**src/hw/rtl/utlm_pkg.sv**
```systemverilog
`default_nettype none

package utlm_pkg;

	// Field and register widths.
	localparam int TIMER_BITS  = 16;
	localparam int SAMPLE_BITS = 10;
	localparam int PULSE_W     = 15;
	localparam int HEIGHT_W    = 9;
	localparam int PCT_W       = 7;
	localparam int DIST_W      = 10;
	localparam int TENTHS_W    = 10;
	localparam int CFG_IDX_W   = 3;
	localparam int CFG_DATA_W  = 15;

	// Shared divider geometry: a 20-bit dividend over a 10-bit divisor,
	// two quotient bits per cycle.
	localparam int DIV_W      = 20;
	localparam int DVS_W      = 10;
	localparam int DIV_RADIX  = 2;
	localparam int DIV_STEPS  = DIV_W / DIV_RADIX;
	localparam int DIV_CNT_W  = $clog2(DIV_STEPS + 1);

	localparam logic [DVS_W-1:0]    US_PER_CM    = DVS_W'(58);
	localparam logic [DIV_W-1:0]    TENTHS_SCALE = DIV_W'(2000);
	localparam logic [TENTHS_W-1:0] TENTHS_FULL  = TENTHS_W'(1000);
	localparam logic [PCT_W-1:0]    PCT_SCALE    = PCT_W'(100);

	// Command codes.
	localparam logic [1:0] CMD_REARM  = 2'd0;
	localparam logic [1:0] CMD_ECHO   = 2'd1;
	localparam logic [1:0] CMD_SAMPLE = 2'd2;

	// Status codes.
	localparam logic [1:0] STAT_EMPTY    = 2'd0;
	localparam logic [1:0] STAT_HALF     = 2'd1;
	localparam logic [1:0] STAT_OVERFLOW = 2'd2;
	localparam logic [1:0] STAT_CONTAM   = 2'd3;

	// Configuration register indexes.
	localparam logic [CFG_IDX_W-1:0] REG_HEIGHT    = CFG_IDX_W'(0);
	localparam logic [CFG_IDX_W-1:0] REG_OVERFLOW  = CFG_IDX_W'(1);
	localparam logic [CFG_IDX_W-1:0] REG_EMPTY     = CFG_IDX_W'(2);
	localparam logic [CFG_IDX_W-1:0] REG_CONTAM    = CFG_IDX_W'(3);
	localparam logic [CFG_IDX_W-1:0] REG_MIN_PULSE = CFG_IDX_W'(4);
	localparam logic [CFG_IDX_W-1:0] REG_MAX_PULSE = CFG_IDX_W'(5);

	typedef struct packed {
		logic             start;
		logic [DIV_W-1:0] dividend;
		logic [DVS_W-1:0] divisor;
	} div_req_t;

	typedef struct packed {
		logic             done;
		logic [DIV_W-1:0] quotient;
	} div_rsp_t;

endpackage

`default_nettype wire

```
**src/hw/rtl/utlm_div.sv**
```systemverilog
`default_nettype none

// Restoring divider, DIV_RADIX quotient bits per cycle. The divisor must be nonzero.
module utlm_div
	import utlm_pkg::*;
(
	input  wire logic     clk,
	input  wire logic     arst_n,
	input  wire div_req_t req,
	output div_rsp_t      rsp
);

	logic [DIV_W-1:0]     quo_q;
	logic [DVS_W-1:0]     rem_q;
	logic [DVS_W-1:0]     dvs_q;
	logic [DIV_CNT_W-1:0] cnt_q;
	logic                 done_q;

	logic [DIV_W-1:0]     quo_next;
	logic [DVS_W-1:0]     rem_next;

	always_comb begin
		logic [DVS_W:0] trial;
		quo_next = quo_q;
		rem_next = rem_q;
		for (int k = 0; k < DIV_RADIX; k++) begin
			trial    = {rem_next, quo_next[DIV_W-1]};
			quo_next = {quo_next[DIV_W-2:0], 1'b0};
			if (trial >= {1'b0, dvs_q}) begin
				trial       = trial - {1'b0, dvs_q};
				quo_next[0] = 1'b1;
			end
			rem_next = trial[DVS_W-1:0];
		end
	end

	always_ff @(posedge clk or negedge arst_n) begin
		if (!arst_n) begin
			cnt_q  <= '0;
			done_q <= 1'b0;
		end else begin
			done_q <= (cnt_q == DIV_CNT_W'(1));
			if (req.start) begin
				cnt_q <= DIV_CNT_W'(DIV_STEPS);
			end else if (cnt_q != '0) begin
				cnt_q <= cnt_q - DIV_CNT_W'(1);
			end
		end
	end

	always_ff @(posedge clk) begin
		if (req.start) begin
			quo_q <= req.dividend;
			rem_q <= '0;
			dvs_q <= req.divisor;
		end else if (cnt_q != '0) begin
			quo_q <= quo_next;
			rem_q <= rem_next;
		end
	end

	assign rsp.done     = done_q;
	assign rsp.quotient = quo_q;

endmodule

`default_nettype wire

```
**src/hw/rtl/ultrasonic_tank_level_monitor_core.sv**
```systemverilog
`default_nettype none

// Channel  Direction  Handshake              Payload
// input    in         in_valid / in_stall    cmd, capture_time, water_sample
// output   out        out_valid / out_stall  distance, level_tenths, status, alert,
//                                            red_on, yellow_on, green_on, buzzer_on,
//                                            measurement_done
// config   in         cfg_we                 cfg_index, cfg_data
//
// Every event passes through the level stage before its result is offered; an accepted
// echo pulse is first converted to centimetres, and an event at zero height skips the
// level division. The shared divider serves both divisions, microseconds over 58 and
// the level, and retires two quotient bits per cycle. in_stall stays high from a transfer
// until the result is in the output register; a stalled output holds the block in its
// final state. Reset restores every default.

module ultrasonic_tank_level_monitor_core
	import utlm_pkg::*;
(
	input  wire logic                   clk,
	input  wire logic                   arst_n,

	input  wire logic                   in_valid,
	output logic                        in_stall,
	input  wire logic [1:0]             cmd,
	input  wire logic [TIMER_BITS-1:0]  capture_time,
	input  wire logic [SAMPLE_BITS-1:0] water_sample,

	output logic                        out_valid,
	input  wire logic                   out_stall,
	output logic [DIST_W-1:0]           distance,
	output logic [TENTHS_W-1:0]         level_tenths,
	output logic [1:0]                  status,
	output logic                        alert,
	output logic                        red_on,
	output logic                        yellow_on,
	output logic                        green_on,
	output logic                        buzzer_on,
	output logic                        measurement_done,

	input  wire logic                   cfg_we,
	input  wire logic [CFG_IDX_W-1:0]   cfg_index,
	input  wire logic [CFG_DATA_W-1:0]  cfg_data
);

	typedef enum logic [2:0] {
		S_IDLE,
		S_DIST,
		S_LVL,
		S_LDIV,
		S_EMIT
	} state_t;

	// Configuration registers.
	logic [HEIGHT_W-1:0]    height_q;
	logic [PCT_W-1:0]       overflow_pct_q;
	logic [PCT_W-1:0]       empty_pct_q;
	logic [SAMPLE_BITS-1:0] contam_limit_q;
	logic [PULSE_W-1:0]     min_pulse_q;
	logic [PULSE_W-1:0]     max_pulse_q;

	// Measurement state.
	state_t                 state_q;
	logic                   awaiting_fall_q;
	logic [TIMER_BITS-1:0]  rise_time_q;
	logic [DIST_W-1:0]      dist_q;
	logic [SAMPLE_BITS-1:0] water_q;
	logic                   done_flag_q;
	logic [HEIGHT_W-1:0]    lvl_q;
	logic [TENTHS_W-1:0]    tenths_q;
	div_req_t               div_req_q;
	div_rsp_t               div_rsp;

	// Output register.
	logic                   out_valid_q;
	logic [DIST_W-1:0]      distance_q;
	logic [TENTHS_W-1:0]    level_tenths_q;
	logic [1:0]             status_q;
	logic                   done_out_q;

	logic [TIMER_BITS-1:0]  ticks;
	logic [PULSE_W-1:0]     echo_us;
	logic                   pulse_ok;
	logic [HEIGHT_W-1:0]    lvl_next;
	logic [DIV_W-1:0]       lvl_dividend;
	logic [15:0]            lvl_pct;
	logic [15:0]            overflow_mark;
	logic [15:0]            empty_mark;
	logic [1:0]             status_next;
	logic                   out_free;

	// The configuration port writes one register per enabled edge; unknown
	// indexes are dropped.
	always_ff @(posedge clk or negedge arst_n) begin
		if (!arst_n) begin
			height_q       <= HEIGHT_W'(15);
			overflow_pct_q <= PCT_W'(50);
			empty_pct_q    <= PCT_W'(5);
			contam_limit_q <= SAMPLE_BITS'(100);
			min_pulse_q    <= PULSE_W'(150);
			max_pulse_q    <= PULSE_W'(23500);
		end else if (cfg_we) begin
			case (cfg_index)
				REG_HEIGHT:    height_q       <= cfg_data[HEIGHT_W-1:0];
				REG_OVERFLOW:  overflow_pct_q <= cfg_data[PCT_W-1:0];
				REG_EMPTY:     empty_pct_q    <= cfg_data[PCT_W-1:0];
				REG_CONTAM:    contam_limit_q <= cfg_data[SAMPLE_BITS-1:0];
				REG_MIN_PULSE: min_pulse_q    <= cfg_data[PULSE_W-1:0];
				REG_MAX_PULSE: max_pulse_q    <= cfg_data[PULSE_W-1:0];
				default: ;
			endcase
		end
	end

	// The timer wraps, so the pulse width is the difference modulo the timer
	// range; the timer ticks twice per microsecond.
	assign ticks    = capture_time - rise_time_q;
	assign echo_us  = ticks[TIMER_BITS-1:1];
	assign pulse_ok = (echo_us >= min_pulse_q) && (echo_us <= max_pulse_q);

	// Liquid height is the container height minus the distance, floored at zero.
	assign lvl_next = (dist_q >= {1'b0, height_q}) ? '0
	                : height_q - dist_q[HEIGHT_W-1:0];

	// Rounded tenths of a percent: (2000 * L + H) / (2 * H).
	assign lvl_dividend = DIV_W'(lvl_next) * TENTHS_SCALE + DIV_W'(height_q);

	// Status compares the exact percentage by cross-multiplying with the height.
	assign lvl_pct       = 16'(lvl_q) * 16'(PCT_SCALE);
	assign overflow_mark = 16'(overflow_pct_q) * 16'(height_q);
	assign empty_mark    = 16'(empty_pct_q) * 16'(height_q);

	always_comb begin
		if (water_q > contam_limit_q) begin
			status_next = STAT_CONTAM;
		end else if (lvl_pct >= overflow_mark) begin
			status_next = STAT_OVERFLOW;
		end else if (lvl_pct > empty_mark) begin
			status_next = STAT_HALF;
		end else begin
			status_next = STAT_EMPTY;
		end
	end

	assign out_free = !out_valid_q || !out_stall;

	always_ff @(posedge clk or negedge arst_n) begin
		if (!arst_n) begin
			state_q         <= S_IDLE;
			awaiting_fall_q <= 1'b0;
			rise_time_q     <= '0;
			dist_q          <= '0;
			water_q         <= '0;
			done_flag_q     <= 1'b0;
			lvl_q           <= '0;
			tenths_q        <= '0;
			div_req_q       <= '0;
			out_valid_q     <= 1'b0;
			distance_q      <= '0;
			level_tenths_q  <= '0;
			status_q        <= STAT_EMPTY;
			done_out_q      <= 1'b0;
		end else begin
			div_req_q.start <= 1'b0;
			if (out_valid_q && !out_stall) begin
				out_valid_q <= 1'b0;
			end
			case (state_q)
				S_IDLE: begin
					if (in_valid) begin
						state_q <= S_LVL;
						case (cmd)
							CMD_REARM: begin
								awaiting_fall_q <= 1'b0;
								done_flag_q     <= 1'b0;
							end
							CMD_ECHO: begin
								if (!awaiting_fall_q) begin
									rise_time_q     <= capture_time;
									awaiting_fall_q <= 1'b1;
								end else begin
									awaiting_fall_q <= 1'b0;
									done_flag_q     <= 1'b1;
									if (pulse_ok) begin
										div_req_q.start    <= 1'b1;
										div_req_q.dividend <= DIV_W'(echo_us);
										div_req_q.divisor  <= US_PER_CM;
										state_q            <= S_DIST;
									end else begin
										// A rejected echo reads as zero distance, i.e. full.
										dist_q <= '0;
									end
								end
							end
							CMD_SAMPLE: begin
								water_q <= water_sample;
							end
							default: ;
						endcase
					end
				end
				S_DIST: begin
					if (div_rsp.done) begin
						dist_q  <= div_rsp.quotient[DIST_W-1:0];
						state_q <= S_LVL;
					end
				end
				S_LVL: begin
					lvl_q <= lvl_next;
					if (height_q == '0) begin
						tenths_q <= '0;
						state_q  <= S_EMIT;
					end else begin
						div_req_q.start    <= 1'b1;
						div_req_q.dividend <= lvl_dividend;
						div_req_q.divisor  <= DVS_W'({height_q, 1'b0});
						state_q            <= S_LDIV;
					end
				end
				S_LDIV: begin
					if (div_rsp.done) begin
						if (div_rsp.quotient > DIV_W'(TENTHS_FULL)) begin
							tenths_q <= TENTHS_FULL;
						end else begin
							tenths_q <= div_rsp.quotient[TENTHS_W-1:0];
						end
						state_q <= S_EMIT;
					end
				end
				S_EMIT: begin
					// The result waits here until the output register is free.
					if (out_free) begin
						out_valid_q    <= 1'b1;
						distance_q     <= dist_q;
						level_tenths_q <= tenths_q;
						status_q       <= status_next;
						done_out_q     <= done_flag_q;
						state_q        <= S_IDLE;
					end
				end
				default: state_q <= S_IDLE;
			endcase
		end
	end

	utlm_div u_div (
		.clk    (clk),
		.arst_n (arst_n),
		.req    (div_req_q),
		.rsp    (div_rsp)
	);

	assign in_stall         = (state_q != S_IDLE);
	assign out_valid        = out_valid_q;
	assign distance         = distance_q;
	assign level_tenths     = level_tenths_q;
	assign status           = status_q;
	assign alert            = status_q inside {STAT_OVERFLOW, STAT_CONTAM};
	assign red_on           = (status_q == STAT_CONTAM);
	assign yellow_on        = (status_q == STAT_HALF);
	assign green_on         = (status_q == STAT_OVERFLOW);
	assign buzzer_on        = alert;
	assign measurement_done = done_out_q;

endmodule

`default_nettype wire
```
**config.mk**
```make
export PLATFORM = sky130hd
export DESIGN_NAME = ultrasonic_tank_level_monitor_core
export DESIGN_NICKNAME = d
export VERILOG_FILES = /design/src/hw/rtl/utlm_pkg.sv /design/src/hw/rtl/utlm_div.sv /design/src/hw/rtl/ultrasonic_tank_level_monitor_core.sv
export SDC_FILE = /design/constraint.sdc
export NUM_CORES = 1
export LEC_CHECK = 0
export BUFFER_PORTS_ARGS = -buffer_cell sky130_fd_sc_hd__clkbuf_2
export CORE_MARGIN = 10
export CORE_UTILIZATION = 64
export DETAILED_ROUTE_END_ITERATION = 16
export PLACE_DENSITY = 0.79
export REMOVE_ABC_BUFFERS = 1
export SYNTH_ARGS = -nofsm -noshare
export SYNTH_HDL_FRONTEND = slang
export SYNTH_HIERARCHICAL = 1
export SYNTH_SLANG_ARGS = --single-unit
```
**constraint.sdc**
```tcl
create_clock -name clk -period 12.1 [get_ports clk]
set_clock_uncertainty 0.2 [all_clocks]
set_input_delay 1.21 -clock clk [delete_from_list [all_inputs] [get_ports clk]]
set_output_delay 1.21 -clock clk [all_outputs]
set_load 0.01 [all_outputs]
```
==> qor.txt <==
Inst Count DP = 2409
Most frequent cells in the layout = inv_1, ha_1, nand2_1
Worst skew pair latency = 530 ps
Worst EP required = 12280 ps
Vias = 14548
GPL Wtd Cong = 0.923
CTS clk-pin slew, worst paths = 70 ps
Die outline height = 192 um
Initial antenna violation count = 2
Share of layout cells above drive strength 1 = 0.128
DRT antenna net count = 0
Drt via density = 5.93
CTS max path bufs = 3
Status = complete, no violations
Std-Cell Rows = 63
Share of the synthesized area in the top cell type = 0.206
Setup crit end kind = register
Vias in the first global route = 14809
Final #Nets = 2464
Seq/Total Area, Yosys = 0.299
Area contributors post-synth = dfrtp_1, ha_1, fa_1
Slew Viols, Final = 0
GRT overflow = 0
Worst Max-Slew Pin Slew = 1100 ps
TNS Setup = 0 ps
DR iter-0 viols = 942
Leading cell type in the layout, fill and taps excluded = inv_1
CTS HTree Levels = 1
Number of post-CTS setup repair buffers = 0
Synth Area in Adders = 0.282
Hold path depth = 0
CTS tree = done
Critical setup path kind = reg2reg
Worst Setup Slack, final = 4850 ps
First-pass GRT wire length = 74100 um
Yosys Warn Count = 6
Fmax = 138 MHz
RR Endpoint = div_req_q[29]
Share of synthesized registers carrying an async set or reset = 0.820
IO buf count = 80
Die outline width = 192 um
XOR/XNOR Fraction of Synth Area = 0.0428
Max cap viols = 0
Total routed wirelength = 44800 um
Resized cells post-CTS = 0
HP Class = reg2reg
I/O pin count = 81
Drt drc = 0
Post-synthesis simple-gate area fraction = 0.123
ANT cells = 0
Yosys top cell by area = dfrtp_1
Clk sinks = 222
Die ar. = 0.0370 mm^2
Worst Hold Launch = div_req_q[4]
R2R setup slack = 4850 ps
Final worst-path cycle share = 0.600
Fin. Hold Viols = 0
Wirelength per Cell = 18.3 um
Arr. time, crit path = 7430 ps
Crit-path slowest cell = dfstp_2
Main combinational cell family by area after synthesis = adder cells
Synthesized area = 0.0190 mm^2
Finished Cell Area = 0.0205 mm^2
Final Setup Violations = 0
Placed Area = 0.0197 mm^2
Syn Inst Count = 1997
Total track usage = 0.245
Critical Path Max Stage Delay = 680 ps
FF+latch count, synth = 222
Total CTS buffers = 24
Placeable Area = 0.0295 mm^2
Synth unique cells = 76
Crit start category = register
1st-pass router iterations = 5
Largest net degree at the start of global routing = 105
Area Growth Syn to Fin = 7.86%
Worst reg2reg path depth = 27
Crit Path Max Fanout = 17
Hold buffer count at CTS = 0
CTS root buffer = clkbuf_16
Fin cells = 2453
Tmin final = 7250 ps
Final HPWL from detailed placement = 35000 um
Rel. slew slack = 0.268
Place WS = 4840 ps
Top FF cell, synth = dfrtp_1
Syn_area_per_cell = 9.53 um^2
R2r startpoint = height_q[0]
Post-synth EDFFs = 30
Effective utilization at floorplan = 0.646
Post-synthesis compound-gate area fraction = 0.125
RSZ-0062 raised after global routing = false
Mux share of post-synthesis cell area = 0.0580
WHS Endpoint = u_div/dvs_q[4]
==> kinds of logic after synthesis <==
kind of cell    after synthesis
compound gates              373
xor+xnor                     93
fa+ha+maj                   368
buf+inv                     346
flops                       222
mux                          99
other cells                   1
simple gates                495
==> layer usage <==
| metal | wire [um] | GRT usage | vias up |
|---|---|---|---|
| met5 | 31 | 0 | - |
| met4 | 1400 | 0.0725 | 4 |
| met3 | 2820 | 0.0343 | 100 |
| met2 | 20800 | 0.403 | 458 |
| met1 | 19800 | 0.332 | 7167 |
| li1 | - | - | 6819 |
==> synth_stat cells (5+ instances only) <==
cell and number:
o21bai_1 15, buf_2 7, inv_1 279, nand4b_1 5, ha_1 266, and2_1 47
dfrtp_1 157, dfstp_2 25, o21a_1 14, a31oi_1 7, mux2i_1 8, a22o_1 8
a21oi_1 87, xnor2_1 63, xor2_1 30, dfxtp_1 10, nor4_1 7, edfxtp_1 30
clkbuf_1 51, o21ai_0 127, a21o_1 34, nor3_1 25, nor2b_1 21, nor2_1 75
mux2_2 91, a211o_1 6, or3_1 6, and4_1 5, nand2b_1 17, nand2_1 229
nand3b_1 5, fa_1 102, a211oi_1 6, a221o_1 15, o21ai_1 7, nand4_1 11
nand3_1 22
==> worst max-delay path by stage <==
stage           startpoint  slack, ps  cells after the start            end
3_3_place_gp   height_q[0]       5100                     27  div_req_q[29]
4_1_cts        height_q[0]       4840                     27  div_req_q[29]
5_1_grt        height_q[0]       4380                     27  div_req_q[29]
3_5_place_dp   height_q[0]       4840                     27  div_req_q[29]
2_1_floorplan  height_q[0]       5460                     27  div_req_q[29]
6_report       height_q[0]       4850                     27  div_req_q[29]
==> flip-flops by register name (all words and copies together), names as in the netlist, 7 cells and up <==
| signal | count |
|---|---|
| div_req_q | 30 |
| u_div/quo_q | 20 |
| rise_time_q | 16 |
| max_pulse_q | 15 |
| min_pulse_q | 15 |
| contam_limit_q | 10 |
| dist_q | 10 |
| distance | 10 |
| level_tenths | 10 |
| tenths_q | 10 |
| u_div/dvs_q | 10 |
| u_div/rem_q | 10 |
| water_q | 10 |
| height_q | 9 |
| lvl_q | 9 |
| empty_pct_q | 7 |
| overflow_pct_q | 7 |
==> critical path, delay by kind of cell, from the launching register on <==
family / cells / cell delay, ps
adders and majority gates: 6 / 2740
AOI/OAI and AO/OA: 9 / 1500
and+or+nand+nor: 6 / 1310
DFF: 1 / 680
xor gates and xnor gates: 2 / 360
buffers and inverters: 4 / 300
==> stage by stage <==
stage | utilization | hold slack, ps
floorplan | - | 225
global route | 0.697 | 274
finish | 0.697 | 253
CTS | 0.697 | 252
detailed placement | 0.669 | 242
global placement | 0.669 | 237
==> cell type report <==
class / instances / area (um^2)
multi-input cells: 1429 / 12000
fillers: 2254 / 8950
flip-flops and latches: 222 / 5690
inverters: 279 / 1050
clock buffers: 32 / 692
well taps: 390 / 488
repair buffers: 89 / 477
clock inverters: 12 / 106
Power is left out: the tool's default activity adds up to more than one toggle a clock period on the data nets, which glitch-free logic cannot reach.
